**src/dgs_pkg.sv**
```systemverilog
package dgs_pkg;

	// default sizes, handed to the top level parameters
	localparam int MAX_DIGITS_DEF = 10;
	localparam int COORD_BITS_DEF = 16;

	// fixed field widths
	localparam int VALUE_W    = 32;
	localparam int IN_COORD_W = 16;
	localparam int REG_W      = 14;
	localparam int IN_W       = VALUE_W + 3 * IN_COORD_W;
	localparam int CFG_IDX_W  = 2;
	localparam int CFG_DATA_W = 16;

	// floor(v / 10) = (v * RECIP_DIV10) >> RECIP_SHIFT for every 32-bit v
	localparam logic [VALUE_W-1:0] RECIP_DIV10 = 32'hCCCC_CCCD;
	localparam int                 RECIP_SHIFT = 35;

	// register reset values
	localparam logic [REG_W-1:0] GLYPH_WIDTH_RST  = 14'd1638;
	localparam logic [REG_W-1:0] GLYPH_HEIGHT_RST = 14'd3277;
	localparam logic [REG_W-1:0] DIGIT_PITCH_RST  = 14'd2458;

	typedef enum logic [CFG_IDX_W-1:0] {
		REG_GLYPH_WIDTH  = 2'd0,
		REG_GLYPH_HEIGHT = 2'd1,
		REG_DIGIT_PITCH  = 2'd2
	} cfg_reg_t;

	typedef enum logic [1:0] {
		ST_IDLE,
		ST_MUL,
		ST_DIV,
		ST_EMIT
	} seq_state_t;

	// stroke code: {x0, y0[1:0], x1, y1[1:0]}
	typedef logic [5:0] stroke_t;

	localparam logic [1:0] Y_BOTTOM = 2'd0;
	localparam logic [1:0] Y_MIDDLE = 2'd1;
	localparam logic [1:0] Y_TOP    = 2'd2;

	localparam stroke_t STK_NONE  = 6'b0_00_0_00;
	localparam stroke_t STK_LB_LT = 6'b0_00_0_10;
	localparam stroke_t STK_RB_RT = 6'b1_00_1_10;
	localparam stroke_t STK_LT_RT = 6'b0_10_1_10;
	localparam stroke_t STK_LB_RB = 6'b0_00_1_00;
	localparam stroke_t STK_LB_RT = 6'b0_00_1_10;
	localparam stroke_t STK_LB_LM = 6'b0_00_0_01;
	localparam stroke_t STK_LM_RM = 6'b0_01_1_01;
	localparam stroke_t STK_RM_RT = 6'b1_01_1_10;
	localparam stroke_t STK_LM_LT = 6'b0_01_0_10;
	localparam stroke_t STK_RB_RM = 6'b1_00_1_01;

	localparam stroke_t GLYPH_TAB [10][5] = '{
		'{STK_LB_LT, STK_RB_RT, STK_LT_RT, STK_LB_RB, STK_LB_RT},
		'{STK_RB_RT, STK_NONE,  STK_NONE,  STK_NONE,  STK_NONE },
		'{STK_LB_LM, STK_LB_RB, STK_LM_RM, STK_RM_RT, STK_LT_RT},
		'{STK_LB_RB, STK_LM_RM, STK_LT_RT, STK_RB_RT, STK_NONE },
		'{STK_LM_LT, STK_LM_RM, STK_RB_RT, STK_NONE,  STK_NONE },
		'{STK_RB_RM, STK_LB_RB, STK_LM_RM, STK_LM_LT, STK_LT_RT},
		'{STK_LB_LT, STK_LB_RB, STK_LM_RM, STK_RB_RM, STK_LT_RT},
		'{STK_LT_RT, STK_RB_RT, STK_NONE,  STK_NONE,  STK_NONE },
		'{STK_LB_LT, STK_RB_RT, STK_LT_RT, STK_LB_RB, STK_LM_RM},
		'{STK_LM_LT, STK_RB_RT, STK_LT_RT, STK_LB_RB, STK_LM_RM}
	};

	localparam logic [2:0] GLYPH_LEN [10] = '{
		3'd5, 3'd1, 3'd5, 3'd4, 3'd3, 3'd5, 3'd5, 3'd2, 3'd5, 3'd5
	};

	typedef struct packed {
		logic load;
		logic mul;
		logic div;
	} digit_ctrl_t;

	typedef struct packed {
		logic    load;
		stroke_t code;
		logic    last;
	} stroke_req_t;

endpackage

```
**src/dgs_digit_unit.sv**
```systemverilog
module dgs_digit_unit #(
	parameter int MAX_DIGITS = dgs_pkg::MAX_DIGITS_DEF,
	localparam int IDX_W = (MAX_DIGITS > 1) ? $clog2(MAX_DIGITS) : 1
) (
	input  logic                        clk,
	input  logic                        arst_n,
	input  dgs_pkg::digit_ctrl_t        ctrl,
	input  logic [dgs_pkg::VALUE_W-1:0] value,
	input  logic [IDX_W-1:0]            wr_idx,
	input  logic [IDX_W-1:0]            rd_idx,
	output logic                        quot_zero,
	output logic [3:0]                  rd_digit
);
	import dgs_pkg::*;

	logic [VALUE_W-1:0]   num_q;
	logic [2*VALUE_W-1:0] prod_s1;
	logic [3:0]           digit_q [MAX_DIGITS];
	logic [VALUE_W-1:0]   quot;
	logic [3:0]           rem;

	// reciprocal multiply, then remainder from the low bits only
	assign quot      = VALUE_W'(prod_s1 >> RECIP_SHIFT);
	assign rem       = num_q[3:0] - ({quot[0], 3'b000} + {quot[2:0], 1'b0});
	assign quot_zero = (quot == '0);
	assign rd_digit  = digit_q[rd_idx];

	always_ff @(posedge clk) begin
		if (ctrl.load) begin
			num_q <= value;
		end
		if (ctrl.mul) begin
			prod_s1 <= (2*VALUE_W)'(num_q) * (2*VALUE_W)'(RECIP_DIV10);
		end
		if (ctrl.div) begin
			num_q           <= quot;
			digit_q[wr_idx] <= rem;
		end
	end

	a_rem_decimal: assert property (@(posedge clk) disable iff (!arst_n)
		ctrl.div |-> rem <= 4'd9)
		else $error("digit out of decimal range");

	a_div_exact: assert property (@(posedge clk) disable iff (!arst_n)
		ctrl.div |-> (36'(quot) * 36'd10 + 36'(rem) == 36'(num_q)))
		else $error("reciprocal divide mismatch");

	a_mul_before_div: assert property (@(posedge clk) disable iff (!arst_n)
		ctrl.div |-> $past(ctrl.mul))
		else $error("divide step without product");

endmodule

```
**src/dgs_stroke_unit.sv**
```systemverilog
module dgs_stroke_unit #(
	parameter int MAX_DIGITS = dgs_pkg::MAX_DIGITS_DEF,
	parameter int COORD_BITS = dgs_pkg::COORD_BITS_DEF,
	localparam int BX_W  = 16 + $clog2(MAX_DIGITS + 1),
	localparam int OUT_W = ((5 * COORD_BITS + 7) / 8) * 8
) (
	input  logic                                  clk,
	input  logic                                  arst_n,
	input  dgs_pkg::stroke_req_t                  req,
	input  logic signed [BX_W-1:0]                bx,
	input  logic signed [dgs_pkg::IN_COORD_W-1:0] oy,
	input  logic signed [dgs_pkg::IN_COORD_W-1:0] oz,
	input  logic [dgs_pkg::REG_W-1:0]             glyph_width,
	input  logic [dgs_pkg::REG_W-1:0]             glyph_height,
	output logic                                  out_free,
	output logic                                  m_tvalid,
	input  logic                                  m_tready,
	output logic [OUT_W-1:0]                      m_tdata,
	output logic                                  m_tlast
);
	import dgs_pkg::*;

	localparam int EXT_W = ((BX_W + 1 > COORD_BITS) ? BX_W + 1 : COORD_BITS) + 1;
	localparam logic signed [EXT_W-1:0] SAT_HI =
		EXT_W'((64'sd1 <<< (COORD_BITS - 1)) - 64'sd1);
	localparam logic signed [EXT_W-1:0] SAT_LO = ~SAT_HI;

	logic signed [EXT_W-1:0]      bx_e, w_e, oy_e, oz_e;
	logic signed [EXT_W-1:0]      sx_e, sy_e, ex_e, ey_e;
	logic signed [COORD_BITS-1:0] sx, sy, ex, ey, sz;

	function automatic logic [REG_W-1:0] y_off(input logic [1:0] sel,
			input logic [REG_W-1:0] h);
		logic [REG_W-1:0] r;
		case (sel)
			Y_BOTTOM: r = '0;
			Y_MIDDLE: r = {1'b0, h[REG_W-1:1]};
			default:  r = h;
		endcase
		return r;
	endfunction

	function automatic logic signed [COORD_BITS-1:0] sat(input logic signed [EXT_W-1:0] v);
		logic signed [COORD_BITS-1:0] r;
		if (v > SAT_HI) begin
			r = SAT_HI[COORD_BITS-1:0];
		end else if (v < SAT_LO) begin
			r = SAT_LO[COORD_BITS-1:0];
		end else begin
			r = v[COORD_BITS-1:0];
		end
		return r;
	endfunction

	assign bx_e = EXT_W'(bx);
	assign w_e  = EXT_W'($signed({1'b0, glyph_width}));
	assign oy_e = EXT_W'(oy);
	assign oz_e = EXT_W'(oz);

	assign sx_e = bx_e + (req.code[5] ? w_e : EXT_W'(0));
	assign ex_e = bx_e + (req.code[2] ? w_e : EXT_W'(0));
	assign sy_e = oy_e + EXT_W'($signed({1'b0, y_off(req.code[4:3], glyph_height)}));
	assign ey_e = oy_e + EXT_W'($signed({1'b0, y_off(req.code[1:0], glyph_height)}));

	assign sx = sat(sx_e);
	assign sy = sat(sy_e);
	assign ex = sat(ex_e);
	assign ey = sat(ey_e);
	assign sz = sat(oz_e);

	assign out_free = !m_tvalid || m_tready;

	always_ff @(posedge clk or negedge arst_n) begin
		if (!arst_n) begin
			m_tvalid <= 1'b0;
		end else if (req.load) begin
			m_tvalid <= 1'b1;
		end else if (m_tready) begin
			m_tvalid <= 1'b0;
		end
	end

	always_ff @(posedge clk) begin
		if (req.load) begin
			m_tdata <= OUT_W'({sz, ey, ex, sy, sx});
			m_tlast <= req.last;
		end
	end

	a_load_when_free: assert property (@(posedge clk) disable iff (!arst_n)
		req.load |-> out_free)
		else $error("stroke loaded over a waiting item");

	a_load_shows: assert property (@(posedge clk) disable iff (!arst_n)
		req.load |=> m_tvalid)
		else $error("loaded stroke not presented");

	a_code_legal: assert property (@(posedge clk) disable iff (!arst_n)
		req.load |-> (req.code[4:3] != 2'b11) && (req.code[1:0] != 2'b11))
		else $error("illegal stroke height select");

endmodule

```
**src/decimal_digit_stroke_generator.sv**
```systemverilog
// channel  dir  handshake                 payload
// s_*      in   s_tvalid / s_tready       s_tdata: value, origin_x, origin_y, origin_z
// m_*      out  m_tvalid / m_tready       m_tdata: start_x..stroke_z, m_tlast: last_stroke
// cfg_*    in   cfg_valid / cfg_ready     cfg_index, cfg_data (low 14 bits kept)
//
// an item passes each decimal digit through the shared reciprocal divider
// (multiply, then quotient/remainder), then emits its strokes one by one
// s_tready is high only while idle; one output register holds the current stroke
// a stalled m_tready holds the stroke sequencer, nothing is dropped
// asynchronous active-low reset clears the sequencer and restores register defaults
module decimal_digit_stroke_generator #(
	parameter int MAX_DIGITS = dgs_pkg::MAX_DIGITS_DEF,
	parameter int COORD_BITS = dgs_pkg::COORD_BITS_DEF,
	localparam int OUT_W = ((5 * COORD_BITS + 7) / 8) * 8
) (
	input  logic                           clk,
	input  logic                           arst_n,
	// value [31:0], origin_x [47:32], origin_y [63:48], origin_z [79:64]
	input  logic                           s_tvalid,
	output logic                           s_tready,
	input  logic [dgs_pkg::IN_W-1:0]       s_tdata,
	// start_x, start_y, end_x, end_y, stroke_z, COORD_BITS each from the lowest bit up
	output logic                           m_tvalid,
	input  logic                           m_tready,
	output logic [OUT_W-1:0]               m_tdata,
	output logic                           m_tlast,
	// configuration writes
	input  logic                           cfg_valid,
	output logic                           cfg_ready,
	input  logic [dgs_pkg::CFG_IDX_W-1:0]  cfg_index,
	input  logic [dgs_pkg::CFG_DATA_W-1:0] cfg_data
);
	import dgs_pkg::*;

	localparam int IDX_W = (MAX_DIGITS > 1) ? $clog2(MAX_DIGITS) : 1;
	localparam int CNT_W = $clog2(MAX_DIGITS + 1);
	localparam int BX_W  = 16 + $clog2(MAX_DIGITS + 1);

	seq_state_t state_q, state_d;

	// configuration registers
	logic [REG_W-1:0] width_q, height_q, pitch_q;

	// sequencer counters
	logic [CNT_W-1:0] ndig_q;     // digits found so far
	logic [IDX_W-1:0] dig_idx_q;  // digit being drawn, least significant first
	logic [2:0]       k_q;        // stroke within the glyph

	// per-item payload: running glyph x, shared y and z
	logic signed [BX_W-1:0]       bx_q;
	logic signed [IN_COORD_W-1:0] oy_q, oz_q;

	digit_ctrl_t dctl;
	stroke_req_t sreq;
	logic        quot_zero;
	logic [3:0]  cur_digit;
	logic        out_free;
	logic        glyph_end;
	logic        digit_last;
	logic        more_room;
	logic        step_bx;
	logic signed [BX_W-1:0] pitch_ext, pitch_term;

	assign cfg_ready = 1'b1;

	// input fields
	logic [VALUE_W-1:0]           in_value;
	logic signed [IN_COORD_W-1:0] in_ox, in_oy, in_oz;
	assign in_value = s_tdata[VALUE_W-1:0];
	assign in_ox    = s_tdata[VALUE_W+IN_COORD_W-1:VALUE_W];
	assign in_oy    = s_tdata[VALUE_W+2*IN_COORD_W-1:VALUE_W+IN_COORD_W];
	assign in_oz    = s_tdata[VALUE_W+3*IN_COORD_W-1:VALUE_W+2*IN_COORD_W];

	// shared divide-by-ten unit and digit store
	dgs_digit_unit #(
		.MAX_DIGITS(MAX_DIGITS)
	) u_digit (
		.clk       (clk),
		.arst_n    (arst_n),
		.ctrl      (dctl),
		.value     (in_value),
		.wr_idx    (ndig_q[IDX_W-1:0]),
		.rd_idx    (dig_idx_q),
		.quot_zero (quot_zero),
		.rd_digit  (cur_digit)
	);

	// stroke endpoint adders, saturation and output register
	dgs_stroke_unit #(
		.MAX_DIGITS(MAX_DIGITS),
		.COORD_BITS(COORD_BITS)
	) u_stroke (
		.clk          (clk),
		.arst_n       (arst_n),
		.req          (sreq),
		.bx           (bx_q),
		.oy           (oy_q),
		.oz           (oz_q),
		.glyph_width  (width_q),
		.glyph_height (height_q),
		.out_free     (out_free),
		.m_tvalid     (m_tvalid),
		.m_tready     (m_tready),
		.m_tdata      (m_tdata),
		.m_tlast      (m_tlast)
	);

	// keep dividing while the quotient is non-zero and there is room for a digit
	assign more_room  = ndig_q < CNT_W'(MAX_DIGITS - 1);
	assign glyph_end  = (k_q == GLYPH_LEN[cur_digit] - 3'd1);
	assign digit_last = (CNT_W'(dig_idx_q) == ndig_q - CNT_W'(1));

	// one add/subtract for the glyph x: plus pitch per extra digit, minus per drawn digit
	assign pitch_ext  = BX_W'($signed({1'b0, pitch_q}));
	assign pitch_term = (state_q == ST_DIV) ? pitch_ext : -pitch_ext;
	assign step_bx    = (dctl.div && state_d == ST_MUL) || (sreq.load && glyph_end);

	always_comb begin
		state_d  = state_q;
		dctl     = '0;
		sreq     = '0;
		s_tready = 1'b0;
		case (state_q)
			ST_IDLE: begin
				s_tready = 1'b1;
				if (s_tvalid) begin
					dctl.load = 1'b1;
					state_d   = ST_MUL;
				end
			end
			ST_MUL: begin
				dctl.mul = 1'b1;
				state_d  = ST_DIV;
			end
			ST_DIV: begin
				dctl.div = 1'b1;
				if (!quot_zero && more_room) begin
					state_d = ST_MUL;
				end else begin
					state_d = ST_EMIT;
				end
			end
			ST_EMIT: begin
				if (out_free) begin
					sreq.load = 1'b1;
					sreq.code = GLYPH_TAB[cur_digit][k_q];
					sreq.last = glyph_end && digit_last;
					if (sreq.last) begin
						state_d = ST_IDLE;
					end
				end
			end
			default: begin
				state_d = ST_IDLE;
			end
		endcase
	end

	always_ff @(posedge clk or negedge arst_n) begin
		if (!arst_n) begin
			state_q   <= ST_IDLE;
			ndig_q    <= '0;
			dig_idx_q <= '0;
			k_q       <= '0;
		end else begin
			state_q <= state_d;
			if (dctl.load) begin
				ndig_q    <= '0;
				dig_idx_q <= '0;
				k_q       <= '0;
			end
			if (dctl.div) begin
				ndig_q <= ndig_q + CNT_W'(1);
			end
			if (sreq.load) begin
				if (glyph_end) begin
					k_q       <= '0;
					dig_idx_q <= dig_idx_q + IDX_W'(1);
				end else begin
					k_q <= k_q + 3'd1;
				end
			end
		end
	end

	always_ff @(posedge clk or negedge arst_n) begin
		if (!arst_n) begin
			width_q  <= GLYPH_WIDTH_RST;
			height_q <= GLYPH_HEIGHT_RST;
			pitch_q  <= DIGIT_PITCH_RST;
		end else if (cfg_valid) begin
			case (cfg_index)
				REG_GLYPH_WIDTH:  width_q  <= cfg_data[REG_W-1:0];
				REG_GLYPH_HEIGHT: height_q <= cfg_data[REG_W-1:0];
				REG_DIGIT_PITCH:  pitch_q  <= cfg_data[REG_W-1:0];
				default: ;
			endcase
		end
	end

	always_ff @(posedge clk) begin
		if (dctl.load) begin
			bx_q <= BX_W'(in_ox);
			oy_q <= in_oy;
			oz_q <= in_oz;
		end else if (step_bx) begin
			bx_q <= bx_q + pitch_term;
		end
	end

	a_emit_has_digits: assert property (@(posedge clk) disable iff (!arst_n)
		state_q == ST_EMIT |-> (ndig_q != '0) && (ndig_q <= CNT_W'(MAX_DIGITS)))
		else $error("drawing with no digits");

	a_emit_idx_range: assert property (@(posedge clk) disable iff (!arst_n)
		state_q == ST_EMIT |-> CNT_W'(dig_idx_q) < ndig_q)
		else $error("digit index past digit count");

	a_div_room: assert property (@(posedge clk) disable iff (!arst_n)
		dctl.div |-> ndig_q < CNT_W'(MAX_DIGITS))
		else $error("digit store overrun");

endmodule
```
**config.mk**
```make
export PLATFORM = sky130hd
export DESIGN_NAME = decimal_digit_stroke_generator
export DESIGN_NICKNAME = d
export VERILOG_FILES = /design/src/dgs_pkg.sv /design/src/dgs_digit_unit.sv /design/src/dgs_stroke_unit.sv /design/src/decimal_digit_stroke_generator.sv
export SDC_FILE = /design/constraint.sdc
export NUM_CORES = 2
export LEC_CHECK = 0
export BUFFER_PORTS_ARGS = -buffer_cell sky130_fd_sc_hd__buf_2
export CAP_MARGIN = 40
export CORE_MARGIN = 2
export CORE_UTILIZATION = 40
export DETAILED_ROUTE_END_ITERATION = 12
export PLACE_DENSITY = 0.56
export SLEW_MARGIN = 40
export SYNTH_ARGS = -nofsm -noshare
export SYNTH_HDL_FRONTEND = slang
export SYNTH_SLANG_ARGS = --single-unit
```
**constraint.sdc**
```tcl
create_clock -name clk -period 10.05 [get_ports clk]
set_clock_uncertainty 0.15 [all_clocks]
set_input_delay 1.005 -clock clk [delete_from_list [all_inputs] [get_ports clk]]
set_output_delay 1.005 -clock clk [all_outputs]
set_load 0.02 [all_outputs]
```
==> run summary <==
Ys async rst share: 19.3%
Global Route Usage Sum: 21.5%
Setup ws final: 0.973 ns
Max-cap violation count: 0
Status: complete, no violations
Largest net degree at the start of global routing: 68
Area leader, netlist: fa_1
CTS Buffer Depth: 3
Fin crit share: 90.3%
Crit path launch: u_digit.num_q[1]
Num CTS Buffers: 34
DRC viols: 0
Total wire length: 90000 um
Clock latency on the worst-skew pair: 0.58 ns
Layout cells sized above 1: 11.0%
Syn Inst Count: 3177
Vias in the first global route: 23600
Rows: 105
Most frequent cells in the layout: inv_1 (663), ha_1 (445), fa_1 (391)
YS warnings: 0
Critical path startpoint category: register
HPWL Detailed: 75100 um
Hold_buf cts: 0
Ys flop type: edfxtp_1
Pre-CTS setup slack: 1.06 ns
Sequential share of the synthesized area: 25.5%
Final-report hold violation count: 0
Arrival time at the worst endpoint: 9.23 ns
Headroom to the max-slew limit: 46.1%
Layout net count: 4266
Worst min-delay path category: register to register
Syn avg cell area: 10.4 sq um
Resized cells post-CTS: 0
Pre-antenna DRT Iters: 5
CTS Sinks: 290
Hold_ws: 0.270 ns
Die Y: 292 um
Initial DRC count: 1345
Chip Width: 292 um
CTS clock-pin slew for the worst setup and hold paths: 0.09 ns
Ranking of synthesized cells by area: fa_1 (24%), edfxtp_1 (21%), ha_1 (17%)
First-pass GRT wire length: 139000 um
I/O Buffers: 183
Setup-failing EPs final: 0
Register area: 8420 sq um
Setup crit end kind: register
CTS tree: yes
Initial antenna violation count: 4
Detail Route Antenna Nets: 0
Max Fclk: 110 MHz
Period minus WS final: 9.08 ns
Crit path kind: register to register
Yosys reg bits: 290
RSZ-0062 raised after global routing: false
Crit Reg-Reg Endpoint: u_digit.prod_s1[56]
Wirelength per Cell: 20.3 um
Synth Net Count: 4116
Die Footprint: 85000 sq um
Multi-input gate area: 21800 sq um
Slew Limit Fails: 0
Critical Path End: u_digit.prod_s1[56]
FF-to-FF Start: u_digit.num_q[1]
Commonest non-fill, non-tap cell in the layout: inv_1
Reg2reg setup slack: 0.97 ns
Area of the core: 82000 sq um
Post-synth design cell area: 33100 sq um
Setup tns final: 0 ns
H-Tree Depth: 2
Grt ovf: 0
Worst Path Max Fanout: 8
Post-CTS Setup Inserts: 0
Top cell type's share of synthesized area: 23.7%
Avg Vias per Cell: 5.13
EDFF count, synth: 231
Ports: 187
Synth unique cells: 84
P&R area growth vs syn: 9.77%
Placer Congestion: 0.921
Vias: 22700
R2R depth: 21
Root buffer cell: clkbuf_16
Worst path required time: 10.20 ns
Worst slew pin tran: 0.801 ns
Filler cell count: 7930
Initial Util: 40.3%
[state kept, by name, summed over array words and instances, names as in the netlist]
signal and count:
bx_q 20, dig_idx_q 4, height_q 14, k_q 3
ndig_q 4, oy_q 16, oz_q 16, pitch_q 14
state_q 2, u_digit.digit_q 40, u_digit.num_q 32, u_digit.prod_s1 29
u_stroke.m_tdata 80, u_stroke.m_tlast 1, u_stroke.m_tvalid 1, width_q 14
[routing by layer]
metal	global-route usage [%]	wire length [um]	vias up
li1	-	-	10800
met1	29.0	39700	11100
met2	35.5	42200	630
met3	3.64	5480	130
met4	6.00	2610	4
met5	0	23	-
[how the worst min path moves through the flow]
| stage | start | to | depth (start not counted) |
|---|---|---|---|
| detailed placement | oz_q[5] | u_stroke.m_tdata[69] | 0 |
| global route | oz_q[7] | u_stroke.m_tdata[71] | 0 |
| floorplan | oz_q[0] | u_stroke.m_tdata[64] | 1 |
| finish | oz_q[7] | u_stroke.m_tdata[71] | 0 |
| global placement | oz_q[1] | u_stroke.m_tdata[65] | 0 |
| CTS | oz_q[9] | u_stroke.m_tdata[73] | 0 |
[Yosys cell counts, types with 22 or more instances]
cell type / n
nand2b_1: 22
ha_1: 445
a21oi_1: 130
a21o_1: 106
o31ai_1: 23
xor2_1: 80
nand3_1: 29
clkbuf_1: 72
o21ai_0: 98
dfrtp_1: 37
mux2_2: 47
xnor2_1: 78
inv_1: 665
nor2_1: 92
nor3_1: 28
fa_1: 391
edfxtp_1: 231
and2_1: 53
nand2_1: 224
[stage by stage]
stage,instance area (sq um),utilization [%],std cells
after floorplan,33100,-,3177
after global placement,35100,42.8,4360
after detailed placement,35100,42.9,4361
after CTS,36300,44.2,4421
after global routing,36300,44.3,4421
final,36300,44.3,4423
[logic make-up after synthesis]
kind of cell | after synthesis | synth area share [%]
fa+ha+maj | 836 | 40.5
buf+inv | 753 | 8.73
simple gates | 548 | 7.91
compound gates | 521 | 10.6
flops | 290 | 25.5
xor+xnor | 158 | 4.18
mux | 70 | 2.65
other cells | 1 | 0.0113
[critical path: stages, from the launching register on]
cell,delay [ns]
edfxtp_1,0.59
ha_1,0.56
xor2_1,0.33
ha_1,0.35
fa_1,0.54
fa_1,0.54
fa_1,0.52
fa_1,0.52
fa_1,0.55
inv_1,0.05
fa_1,0.53
inv_1,0.05
ha_1,0.28
nand4_1,0.40
nor4_1,0.68
nand3_1,0.14
o221ai_1,0.47
o21ai_0,0.44
a211oi_1,0.34
buf_4,0.18
a31oi_1,0.16
o311a_1,0.39
[final cells by class]
class	count	area share, %
multi-input cells	2134	60.1
flip-flops and latches	290	23.2
inverters	665	6.88
well taps	1070	3.69
repair buffers	202	2.99
clock buffers	36	2.42
clock inverters	24	0.669
diodes	2	0.0138
Power is left out: the tool's default activity adds up to more than one toggle a clock period on the data nets, which glitch-free logic cannot reach.
